`src/sv/srm_pkg.sv`:
```
`timescale 1ns / 1ps
// ----------------------------------------------------------------------------
// srm_pkg: shared types and constants for step_response_metrics
// Result record, register indexes and fixed-point limits.
// ----------------------------------------------------------------------------
package srm_pkg;

  localparam int unsigned CFG_INDEX_W = 1;
  localparam int unsigned CFG_DATA_W  = 32;

  localparam logic [CFG_INDEX_W-1:0] REG_SETTLE_BAND = 1'b0;
  localparam logic [CFG_INDEX_W-1:0] REG_TIMEOUT     = 1'b1;

  localparam logic [30:0] SETTLE_BAND_RESET = 31'd65536;
  localparam logic [31:0] TIMEOUT_RESET     = 32'hFFFF_FFFF;

  localparam logic [30:0]        Q_MAX_POS = 31'h7FFF_FFFF;
  localparam logic signed [31:0] S32_MIN   = 32'sh8000_0000;

  typedef struct packed {
    logic [31:0]        settle_time;
    logic [30:0]        overshoot;
    logic [30:0]        largest_positive_local_min;
    logic [30:0]        largest_positive_local_max;
    logic signed [31:0] max_speed;
  } result_t;

endpackage

```
`src/sv/srm_core.sv`:
```
`timescale 1ns / 1ps
// ----------------------------------------------------------------------------
// srm_core: sample register, run state and metric update
// Holds one accepted sample, folds it into the running metrics and
// produces the result record when the sample closes a run.
// ----------------------------------------------------------------------------
module srm_core (
  input  logic                clk,
  input  logic                rst,
  input  logic                sample_valid,
  output logic                sample_stall,
  input  logic [31:0]         sample_time,
  input  logic signed [31:0]  position,
  input  logic signed [31:0]  speed,
  input  logic                last_sample,
  input  logic [30:0]         settle_band,
  input  logic [31:0]         timeout_time,
  input  logic                res_blocked,
  output logic                res_load,
  output srm_pkg::result_t    res
);
  import srm_pkg::*;

  // sample register
  logic               s1_valid;
  logic [31:0]        s1_time;
  logic signed [31:0] s1_pos;
  logic signed [31:0] s1_speed;
  logic               s1_last;

  // run state
  logic signed [31:0] older_position;
  logic signed [31:0] newer_position;
  logic [1:0]         samples_seen;
  logic [31:0]        last_outside_time;
  logic signed [31:0] lowest_position;
  logic signed [31:0] best_local_min;
  logic signed [31:0] best_local_max;
  logic signed [31:0] peak_speed;

  logic               advance;
  logic               take;
  logic [31:0]        abs_pos;
  logic               outside;
  logic [31:0]        last_outside_time_next;
  logic signed [31:0] lowest_position_next;
  logic signed [31:0] peak_speed_next;
  logic signed [31:0] best_local_min_next;
  logic signed [31:0] best_local_max_next;
  logic               window_full;
  logic               mid_pos;
  logic [31:0]        neg_low;

  // a run-closing sample waits while the result register is occupied and stalled
  assign advance      = s1_valid && !(s1_last && res_blocked);
  assign sample_stall = s1_valid && !advance;
  assign take         = sample_valid && !sample_stall;
  assign res_load     = advance && s1_last;

  always_comb begin
    if (s1_pos == S32_MIN) begin
      abs_pos = {1'b0, Q_MAX_POS};
    end else if (s1_pos < 0) begin
      abs_pos = 32'(-s1_pos);
    end else begin
      abs_pos = s1_pos;
    end
  end

  assign outside = abs_pos > {1'b0, settle_band};

  always_comb begin
    if (samples_seen == 2'd0) begin
      last_outside_time_next = s1_time;
    end else if (outside && !s1_last) begin
      last_outside_time_next = s1_time;
    end else begin
      last_outside_time_next = last_outside_time;
    end
  end

  assign lowest_position_next = (s1_pos < lowest_position) ? s1_pos : lowest_position;
  assign peak_speed_next      = (s1_speed > peak_speed) ? s1_speed : peak_speed;

  // extrema test on the middle of the three-sample window
  assign window_full = samples_seen[1];
  assign mid_pos     = newer_position > 32'sd0;

  always_comb begin
    best_local_min_next = best_local_min;
    best_local_max_next = best_local_max;
    if (window_full && mid_pos && newer_position < older_position &&
        newer_position < s1_pos && newer_position > best_local_min) begin
      best_local_min_next = newer_position;
    end
    if (window_full && mid_pos && newer_position > older_position &&
        newer_position > s1_pos && newer_position > best_local_max) begin
      best_local_max_next = newer_position;
    end
  end

  assign neg_low = 32'(-lowest_position_next);

  always_comb begin
    res.settle_time = outside ? timeout_time : last_outside_time_next;
    res.overshoot   = (lowest_position_next == S32_MIN) ? Q_MAX_POS : neg_low[30:0];
    res.largest_positive_local_min = best_local_min_next[30:0];
    res.largest_positive_local_max = best_local_max_next[30:0];
    res.max_speed   = peak_speed_next;
  end

  always_ff @(posedge clk) begin
    if (rst) begin
      s1_valid <= 1'b0;
    end else if (take) begin
      s1_valid <= 1'b1;
    end else if (advance) begin
      s1_valid <= 1'b0;
    end
  end

  always_ff @(posedge clk) begin
    if (take) begin
      s1_time  <= sample_time;
      s1_pos   <= position;
      s1_speed <= speed;
      s1_last  <= last_sample;
    end
  end

  always_ff @(posedge clk) begin
    if (rst || (advance && s1_last)) begin
      older_position    <= '0;
      newer_position    <= '0;
      samples_seen      <= 2'd0;
      last_outside_time <= '0;
      lowest_position   <= '0;
      best_local_min    <= '0;
      best_local_max    <= '0;
      peak_speed        <= S32_MIN;
    end else if (advance) begin
      older_position    <= newer_position;
      newer_position    <= s1_pos;
      if (!samples_seen[1]) begin
        samples_seen <= samples_seen + 2'd1;
      end
      last_outside_time <= last_outside_time_next;
      lowest_position   <= lowest_position_next;
      best_local_min    <= best_local_min_next;
      best_local_max    <= best_local_max_next;
      peak_speed        <= peak_speed_next;
    end
  end

  a_count_range: assert property (@(posedge clk) disable iff (rst)
    samples_seen != 2'd3)
    else $error("sample count out of range");

  a_clear_after_run: assert property (@(posedge clk) disable iff (rst)
    res_load |=> samples_seen == 2'd0 && peak_speed == S32_MIN)
    else $error("run state not cleared after result");

  a_extrema_nonneg: assert property (@(posedge clk) disable iff (rst)
    !best_local_min[31] && !best_local_max[31])
    else $error("extrema sign broken");

  a_low_nonpos: assert property (@(posedge clk) disable iff (rst)
    lowest_position <= 32'sd0)
    else $error("lowest position above zero");

  a_stall_only_on_last: assert property (@(posedge clk) disable iff (rst)
    sample_stall |-> s1_valid && s1_last && res_blocked)
    else $error("stall without a blocked result");

endmodule

```
`src/sv/srm_out_reg.sv`:
```
`timescale 1ns / 1ps
// ----------------------------------------------------------------------------
// srm_out_reg: result register
// Holds one result item until the receiver takes it.
// ----------------------------------------------------------------------------
module srm_out_reg (
  input  logic              clk,
  input  logic              rst,
  input  logic              res_load,
  input  srm_pkg::result_t  res,
  output logic              res_blocked,
  output logic              result_valid,
  input  logic              result_stall,
  output srm_pkg::result_t  result
);
  import srm_pkg::*;

  assign res_blocked = result_valid && result_stall;

  always_ff @(posedge clk) begin
    if (rst) begin
      result_valid <= 1'b0;
    end else if (res_load) begin
      result_valid <= 1'b1;
    end else if (!result_stall) begin
      result_valid <= 1'b0;
    end
  end

  // core only loads when the register is free or being emptied
  always_ff @(posedge clk) begin
    if (res_load) begin
      result <= res;
    end
  end

endmodule

```
`src/sv/step_response_metrics.sv`:
```
`timescale 1ns / 1ps
// ----------------------------------------------------------------------------
// step_response_metrics: step response scoring
// Reads trajectory samples and reports five metrics at the end of each run.
// ----------------------------------------------------------------------------
// Usage:
//   Sample channel (sample_valid / sample_stall) carries time, position,
//   speed and last_sample. One item is taken per cycle while sample_stall is
//   low; runs are framed by last_sample. Only the last item of a run yields a
//   result item on the result channel (result_valid / result_stall).
//   A result passes through the sample register and then the result register.
//   Throughput: one sample per cycle while sample_stall is low, set by the
//   single sample register feeding the metric update.
//   Stall: a held result keeps its fields; non-final samples keep flowing,
//   and the next run-closing sample waits in the sample register, which then
//   raises sample_stall.
//   Reset (rst, synchronous): clears run state and restores settle_band to
//   1.0 and timeout_time to all ones. Write settle_band / timeout_time via
//   cfg_write only while no run is in flight.
// ----------------------------------------------------------------------------
module step_response_metrics (
  input  logic                              clk,
  input  logic                              rst,
  input  logic                              cfg_write,
  input  logic [srm_pkg::CFG_INDEX_W-1:0]   cfg_index,
  input  logic [srm_pkg::CFG_DATA_W-1:0]    cfg_data,
  input  logic                              sample_valid,
  output logic                              sample_stall,
  input  logic [31:0]                       sample_time,
  input  logic signed [31:0]                position,
  input  logic signed [31:0]                speed,
  input  logic                              last_sample,
  output logic                              result_valid,
  input  logic                              result_stall,
  output logic [31:0]                       settle_time,
  output logic [30:0]                       overshoot,
  output logic [30:0]                       largest_positive_local_min,
  output logic [30:0]                       largest_positive_local_max,
  output logic signed [31:0]                max_speed
);
  import srm_pkg::*;

  logic [30:0] settle_band;
  logic [31:0] timeout_time;
  logic        res_blocked;
  logic        res_load;
  result_t     res;
  result_t     result;

  always_ff @(posedge clk) begin
    if (rst) begin
      settle_band  <= SETTLE_BAND_RESET;
      timeout_time <= TIMEOUT_RESET;
    end else if (cfg_write) begin
      case (cfg_index)
        REG_SETTLE_BAND: settle_band  <= cfg_data[30:0];
        REG_TIMEOUT:     timeout_time <= cfg_data;
        default: ;
      endcase
    end
  end

  srm_core u_core (
    .clk          (clk),
    .rst          (rst),
    .sample_valid (sample_valid),
    .sample_stall (sample_stall),
    .sample_time  (sample_time),
    .position     (position),
    .speed        (speed),
    .last_sample  (last_sample),
    .settle_band  (settle_band),
    .timeout_time (timeout_time),
    .res_blocked  (res_blocked),
    .res_load     (res_load),
    .res          (res)
  );

  srm_out_reg u_out (
    .clk          (clk),
    .rst          (rst),
    .res_load     (res_load),
    .res          (res),
    .res_blocked  (res_blocked),
    .result_valid (result_valid),
    .result_stall (result_stall),
    .result       (result)
  );

  assign settle_time                = result.settle_time;
  assign overshoot                  = result.overshoot;
  assign largest_positive_local_min = result.largest_positive_local_min;
  assign largest_positive_local_max = result.largest_positive_local_max;
  assign max_speed                  = result.max_speed;

endmodule
```
`config.mk`:
```
export PLATFORM = sky130hd
export DESIGN_NAME = step_response_metrics
export DESIGN_NICKNAME = d
export VERILOG_FILES = /design/src/sv/srm_pkg.sv /design/src/sv/srm_core.sv /design/src/sv/srm_out_reg.sv /design/src/sv/step_response_metrics.sv
export SDC_FILE = /design/constraint.sdc
export NUM_CORES = 1
export LEC_CHECK = 0
export ABC_AREA = 1
export BUFFER_PORTS_ARGS = -buffer_cell sky130_fd_sc_hd__buf_2
export CAP_MARGIN = 10
export CORE_MARGIN = 2
export CORE_UTILIZATION = 45
export DETAILED_ROUTE_END_ITERATION = 12
export PLACE_DENSITY = 0.62
export SLEW_MARGIN = 20
export SYNTH_ARGS = -nofsm -noshare
export SYNTH_HDL_FRONTEND = slang
export SYNTH_SLANG_ARGS = --single-unit
```
`constraint.sdc`:
```
create_clock -name clk -period 7.79 [get_ports clk]
set_input_delay 0.779 -clock clk [delete_from_list [all_inputs] [get_ports clk]]
set_output_delay 0.779 -clock clk [all_outputs]
set_load 0.01 [all_outputs]
```
Word level (Yosys, flattened, before mapping)

Cells that the tools add are included.

Equal/unequal tests: 3
Bitwise logic cells: 2
$add $sub $neg: 3
Reductions and logical operators: 26
$lt $le $gt $ge: 11
Multiplexer cells: 14

Operators by type and width:

| kind                                                         | number |
|---|---|
| 2-to-1 mux 32 bit                                            | 7 |
| > comparator 32 bit                                          | 5 |
| less-than comparator 32 bit                                  | 3 |
| == test 32 bit (second input constant)                       | 2 |
| 2-to-1 mux 31 bit                                            | 2 |
| > comparator 32 x 1 -> 1 bit (second input constant)         | 1 |
| > comparator 32 x 31 -> 1 bit                                | 1 |
| less-than comparator 32 x 1 -> 1 bit (second input constant) | 1 |
| negator 32 bit                                               | 1 |
| negator 31 bit                                               | 1 |
| logical AND 1 bit                                            | 14 |
| AND reduction 2 bit                                          | 5 |
| zero test 1 bit                                              | 4 |
| 2-to-1 mux 1 bit                                             | 4 |
| adder 2 x 1 -> 2 bit (second input constant)                 | 1 |
| zero test 2 bit                                              | 1 |
| 2-to-1 mux 2 bit                                             | 1 |
| != test 2 x 1 -> 1 bit (second input constant)               | 1 |
| NOT 1 bit                                                    | 2 |
| nonzero test 2 bit                                           | 1 |
| logical OR 1 bit                                             | 1 |

Logic and storage cells: 83
Input bits: 135
Register bits: 545

Logic depth before layout (Yosys ltp)

Word-level depth: 9
Depth in mapped cells: 33
Depth with buffers taken out: 31

Modules after synthesis

Synthesis repeated with hierarchy kept, for this count alone.

Cell total of the unflattened synthesis: 3691
Area, all modules: 29439.5 µm²

By module, submodules not included:

| module                | instances | cells an instance | area an instance (µm²) |
|---|---|---|---|
| srm_core              | 1         | 3189              | 22262.6 |
| srm_out_reg           | 1         | 162               | 4754.6 |
| step_response_metrics | 1         | 340               | 2422.3 |

Least setup slack after synthesis

No wires, ideal clock.

Path type: input -> register
Start point: input result_stall
End point: register u_core.s1_last (enable)
Setup time: 553 ps
Stages on the path: 5
Required time: 7237 ps
Buffers on the path: 0
Setup slack: 2157 ps
Arrival: 5080 ps
Cells stage by stage: nand2_1 -> inv_1 -> nand3_1 -> inv_1 -> nor2_1

Longest elaborated chain between the ends: 8

RTL lines:

| what                 | line                        | RTL |
|---|---|---|
| from (decl)          | step_response_metrics.sv:34 | `input logic result_stall,` |
| logical AND 1 bit    | srm_out_reg.sv:18           | `assign res_blocked = result_valid && result_stall;` |
| logical AND 1 bit    | srm_core.sv:55              | `assign advance = s1_valid && !(s1_last && res_blocked);` |
| zero test 1 bit      | srm_core.sv:55              |  |
| logical AND 1 bit    | srm_core.sv:55              |  |
| zero test 1 bit      | srm_core.sv:56              | `assign sample_stall = s1_valid && !advance;` |
| logical AND 1 bit    | srm_core.sv:56              |  |
| net sample_stall     | step_response_metrics.sv:28 | `output logic sample_stall,` |
| zero test 1 bit      | srm_core.sv:57              | `assign take = sample_valid && !sample_stall;` |
| logical AND 1 bit    | srm_core.sv:57              |  |
| net u_core.take      | srm_core.sv:42              | `logic take;` |
| to (signal assigned) | srm_core.sv:127             | `s1_last <= last_sample;` |
| to (decl)            | srm_core.sv:29              | `logic s1_last;` |

The timed path passes the listed nets, and every way through them passes these cells.
A chain may end at the register's enable or synchronous reset.

==> results.tsv <==
metric	value	unit
critPathLaunchType	flip-flop	
gp_congestion	0.913	
pre_cts_slack	2900	ps
p_sw_frac	0.291	
maxCapViolations	0	
synth_edf_count	254	
cts_sinks	545	
drt-pass1-iter-count	5	
die_y	256	um
end_kind	flip-flop	
worst_slack	2830	ps
row_count	92	
yosysWarningCount	0	
dp.final_hpwl	53700	um
cp.arrival	5300	ps
cts.clk_slew.worst_paths	60	ps
ios	294	
setup_violations	0	
clock_latency	640	ps
synth-simple-area-share	0.227	
cts_max_path_buffers	3	
nets	4057	
clockRootBuffer	clkbuf_16	
post_drt_wl_per_cell	16.9	um
yosysTopAreaCellShare	0.266	
antenna_left	0	
grt_pass1_vias	22000	
cts_hold_buffers	0	
ys_seq_area_frac	0.470	
seq_power_share	0.446	
cts_resized	0	
synthTopCellsByCount	nand2_1 (739), inv_1 (479), a21oi_1 (301)	
htree_num_levels	2	
finClkSkew	25.5	ps
tns	0	ps
core	0.0630	mm2
slew_violations	0	
slew-limit-headroom	0.337	
drc	0	
fp.dieW	256	um
power_density	223	mW/mm2
layout-drive-gt1-share	0.142	
wirelength	77400	um
worstPathRequired	8130	ps
fin_crit_sh	0.636	
grt_pass1_wl	122000	um
synth_flop_cell	dfxtp_1	
synth_compound_gate_area_share	0.113	
p_switching	2120	uW
p_clk_frac	0.391	
final_hold_viol_count	0	
postCtsSetupRepairBufs	0	
overflow	0	
yosysTopAreaCell	edfxtp_1	
yosysMostFrequentCell	nand2_1	
synthMuxAreaShare	0	
syn2layout_area_growth	14.2	%
grt_usage	0.231	
cts_buffers	60	
synth_fa_ha_area_frac	0.0979	
cts_tree	yes	
crit_fanout	33	
synth-seq-cells	545	
synth_top_family_by_area	simple AND/OR/NAND/NOR gates	
worstMarginPinSlew	994	ps
comb_power_share	0.163	
ys_types	47	
hold_class	primary input to flip-flop	
initial_core_util	0.455	
viasPerCell	5.15	
path_class	flip-flop to flip-flop	
fmax	0.202	GHz
via_count	23700	
synth_nets	3829	
port_buffers	293	
min_period	4960	ps
antenna_cells	0	
n_fill_cell	6146	
synth_area_leaders	edfxtp_1 (27%), dfxtp_1 (20%), ha_1 (9.8%), nand2_1 (9.7%), inv_1 (6.3%)	
async_flop_share	0	
leakage	0.0147	uW
p_int	5170	uW
avgSynthCellArea	8.25	um2
status	completed	
drtIter0Drc	1520	
rsz0062_at_grt	no	
antenna_found_initial	7	
grt_max_degree	141	
synth_area	0.0286	mm2
dieArea	0.0656	mm2
synth_xor_area_frac	0.00459	
vdd_drop_max	214	uV
syn_inst	3470	
[cells by family after synthesis]
group	count (synthesis)
flops	545
simple gates	1434
buf+inv	634
compound gates	618
fa+ha+maj	224
xor+xnor	15
[final timing paths]
path                                   from                         to  slack, ps  cells past startpoint
hold reg to reg   u_core.best_local_max[31]  u_core.best_local_max[31]        460                      2
setup reg to reg           u_core.s1_pos[1]          u_out.result[150]       2830                     26
hold / removal              sample_time[26]         u_core.s1_time[26]        310                      1
setup / recovery           u_core.s1_pos[1]          u_out.result[150]       2830                     26
[metal layers]
layer | vias to the layer above | part of all wire | track usage
met5 | - | 0.00088 | 0
met2 | 636 | 0.47 | 0.380
met4 | 12 | 0.019 | 0.0551
met3 | 117 | 0.067 | 0.0474
li1 | 11900 | - | -
met1 | 11000 | 0.45 | 0.312
[placed cells by master (no fill, tap or decap), types with 3 or more instances in the layout]
master / synthesis / final
dfxtp_1: 291 / 291
inv_1: 479 / 476
nand2_4: 19 / 21
xor2_1: 14 / 14
nor3_2: 3 / 3
bufinv_16: 0 / 3
clkbuf_1: 115 / 16
o21bai_1: 3 / 3
buf_4: 4 / 21
a31oi_1: 35 / 35
nor4_1: 16 / 16
nor2_1: 279 / 278
nand3_2: 28 / 29
o21ai_0: 248 / 248
inv_2: 4 / 4
nor3_1: 17 / 17
nand3b_1: 4 / 4
nand4_1: 56 / 56
nand3_1: 214 / 212
nand2_2: 28 / 28
nand2_1: 739 / 737
edfxtp_1: 254 / 254
inv_6: 0 / 3
clkinv_2: 0 / 13
a21oi_1: 301 / 300
a21boi_0: 4 / 4
nand3_4: 3 / 4
clkbuf_8: 0 / 6
ha_1: 224 / 224
o211ai_1: 16 / 16
clkbuf_16: 0 / 62
clkinv_1: 1 / 4
nor2_2: 8 / 8
clkinvlp_4: 0 / 5
o21ai_1: 3 / 3
buf_2: 11 / 293
nor2_4: 11 / 12
[sequential cells by signal, indices dropped and copies added, names as in the netlist, 32 cells and up]
signal and count:
u_core.lowest_position 32, u_core.s1_speed 32, u_out.result 157, u_core.peak_speed 32, u_core.older_position 32, u_core.s1_pos 32
u_core.last_outside_time 32, u_core.best_local_min 32, u_core.newer_position 32, timeout_time 32, u_core.best_local_max 32, u_core.s1_time 32
[power by group through the flow]
stage	logic [uW]	clock network (uW)	registers (uW)
2_1_floorplan	857	0	3300
4_1_cts	1190	2910	3250
3_5_place_dp	1190	0	3310
5_1_grt	1360	3030	3260
6_report	1190	2850	3250
3_3_place_gp	1170	0	3310
[critical path, stage by stage (launching register included)]
cell,delay (ps)
edfxtp_1,450
inv_1,240
ha_1,190
inv_1,50
nor3_2,130
nand3_1,130
nor3_2,220
inv_2,70
nor2_4,120
nand4_4,130
nor2_4,140
nand2_2,300
a21boi_0,240
o21ai_0,140
ha_1,300
a21oi_1,130
o21ai_0,90
nor3_1,220
nand2_1,80
nand2_1,60
nand2_1,40
nand2_1,70
nand2_2,80
nand2_4,360
nand2_4,350
nand2_1,200
a31oi_1,100
[per-stage QoR]
step | utilization | cell area (um2) | hold WS, ps | instances | power [uW]
4_1_cts | 0.519 | 32600 | 277 | 4595 | 7360
6_report | 0.519 | 32700 | 311 | 4596 | 7290
2_1_floorplan | - | 28600 | 419 | 3470 | 4150
3_5_place_dp | 0.487 | 30700 | 437 | 4481 | 4500
3_3_place_gp | 0.487 | 30700 | 429 | 4481 | 4480
5_1_grt | 0.519 | 32700 | 289 | 4596 | 7650
[final cells by class]
class	count	area, um2	area share
inverter	484	1830	0.0559
clock inverter	30	287	0.00877
multi-input combinational	2291	12700	0.388
tap	846	1060	0.0324
timing repair buffer	316	1670	0.0511
clock buffer	84	1690	0.0518
sequential	545	13500	0.412
No activity file was read; power rests on OpenSTA's default activity.
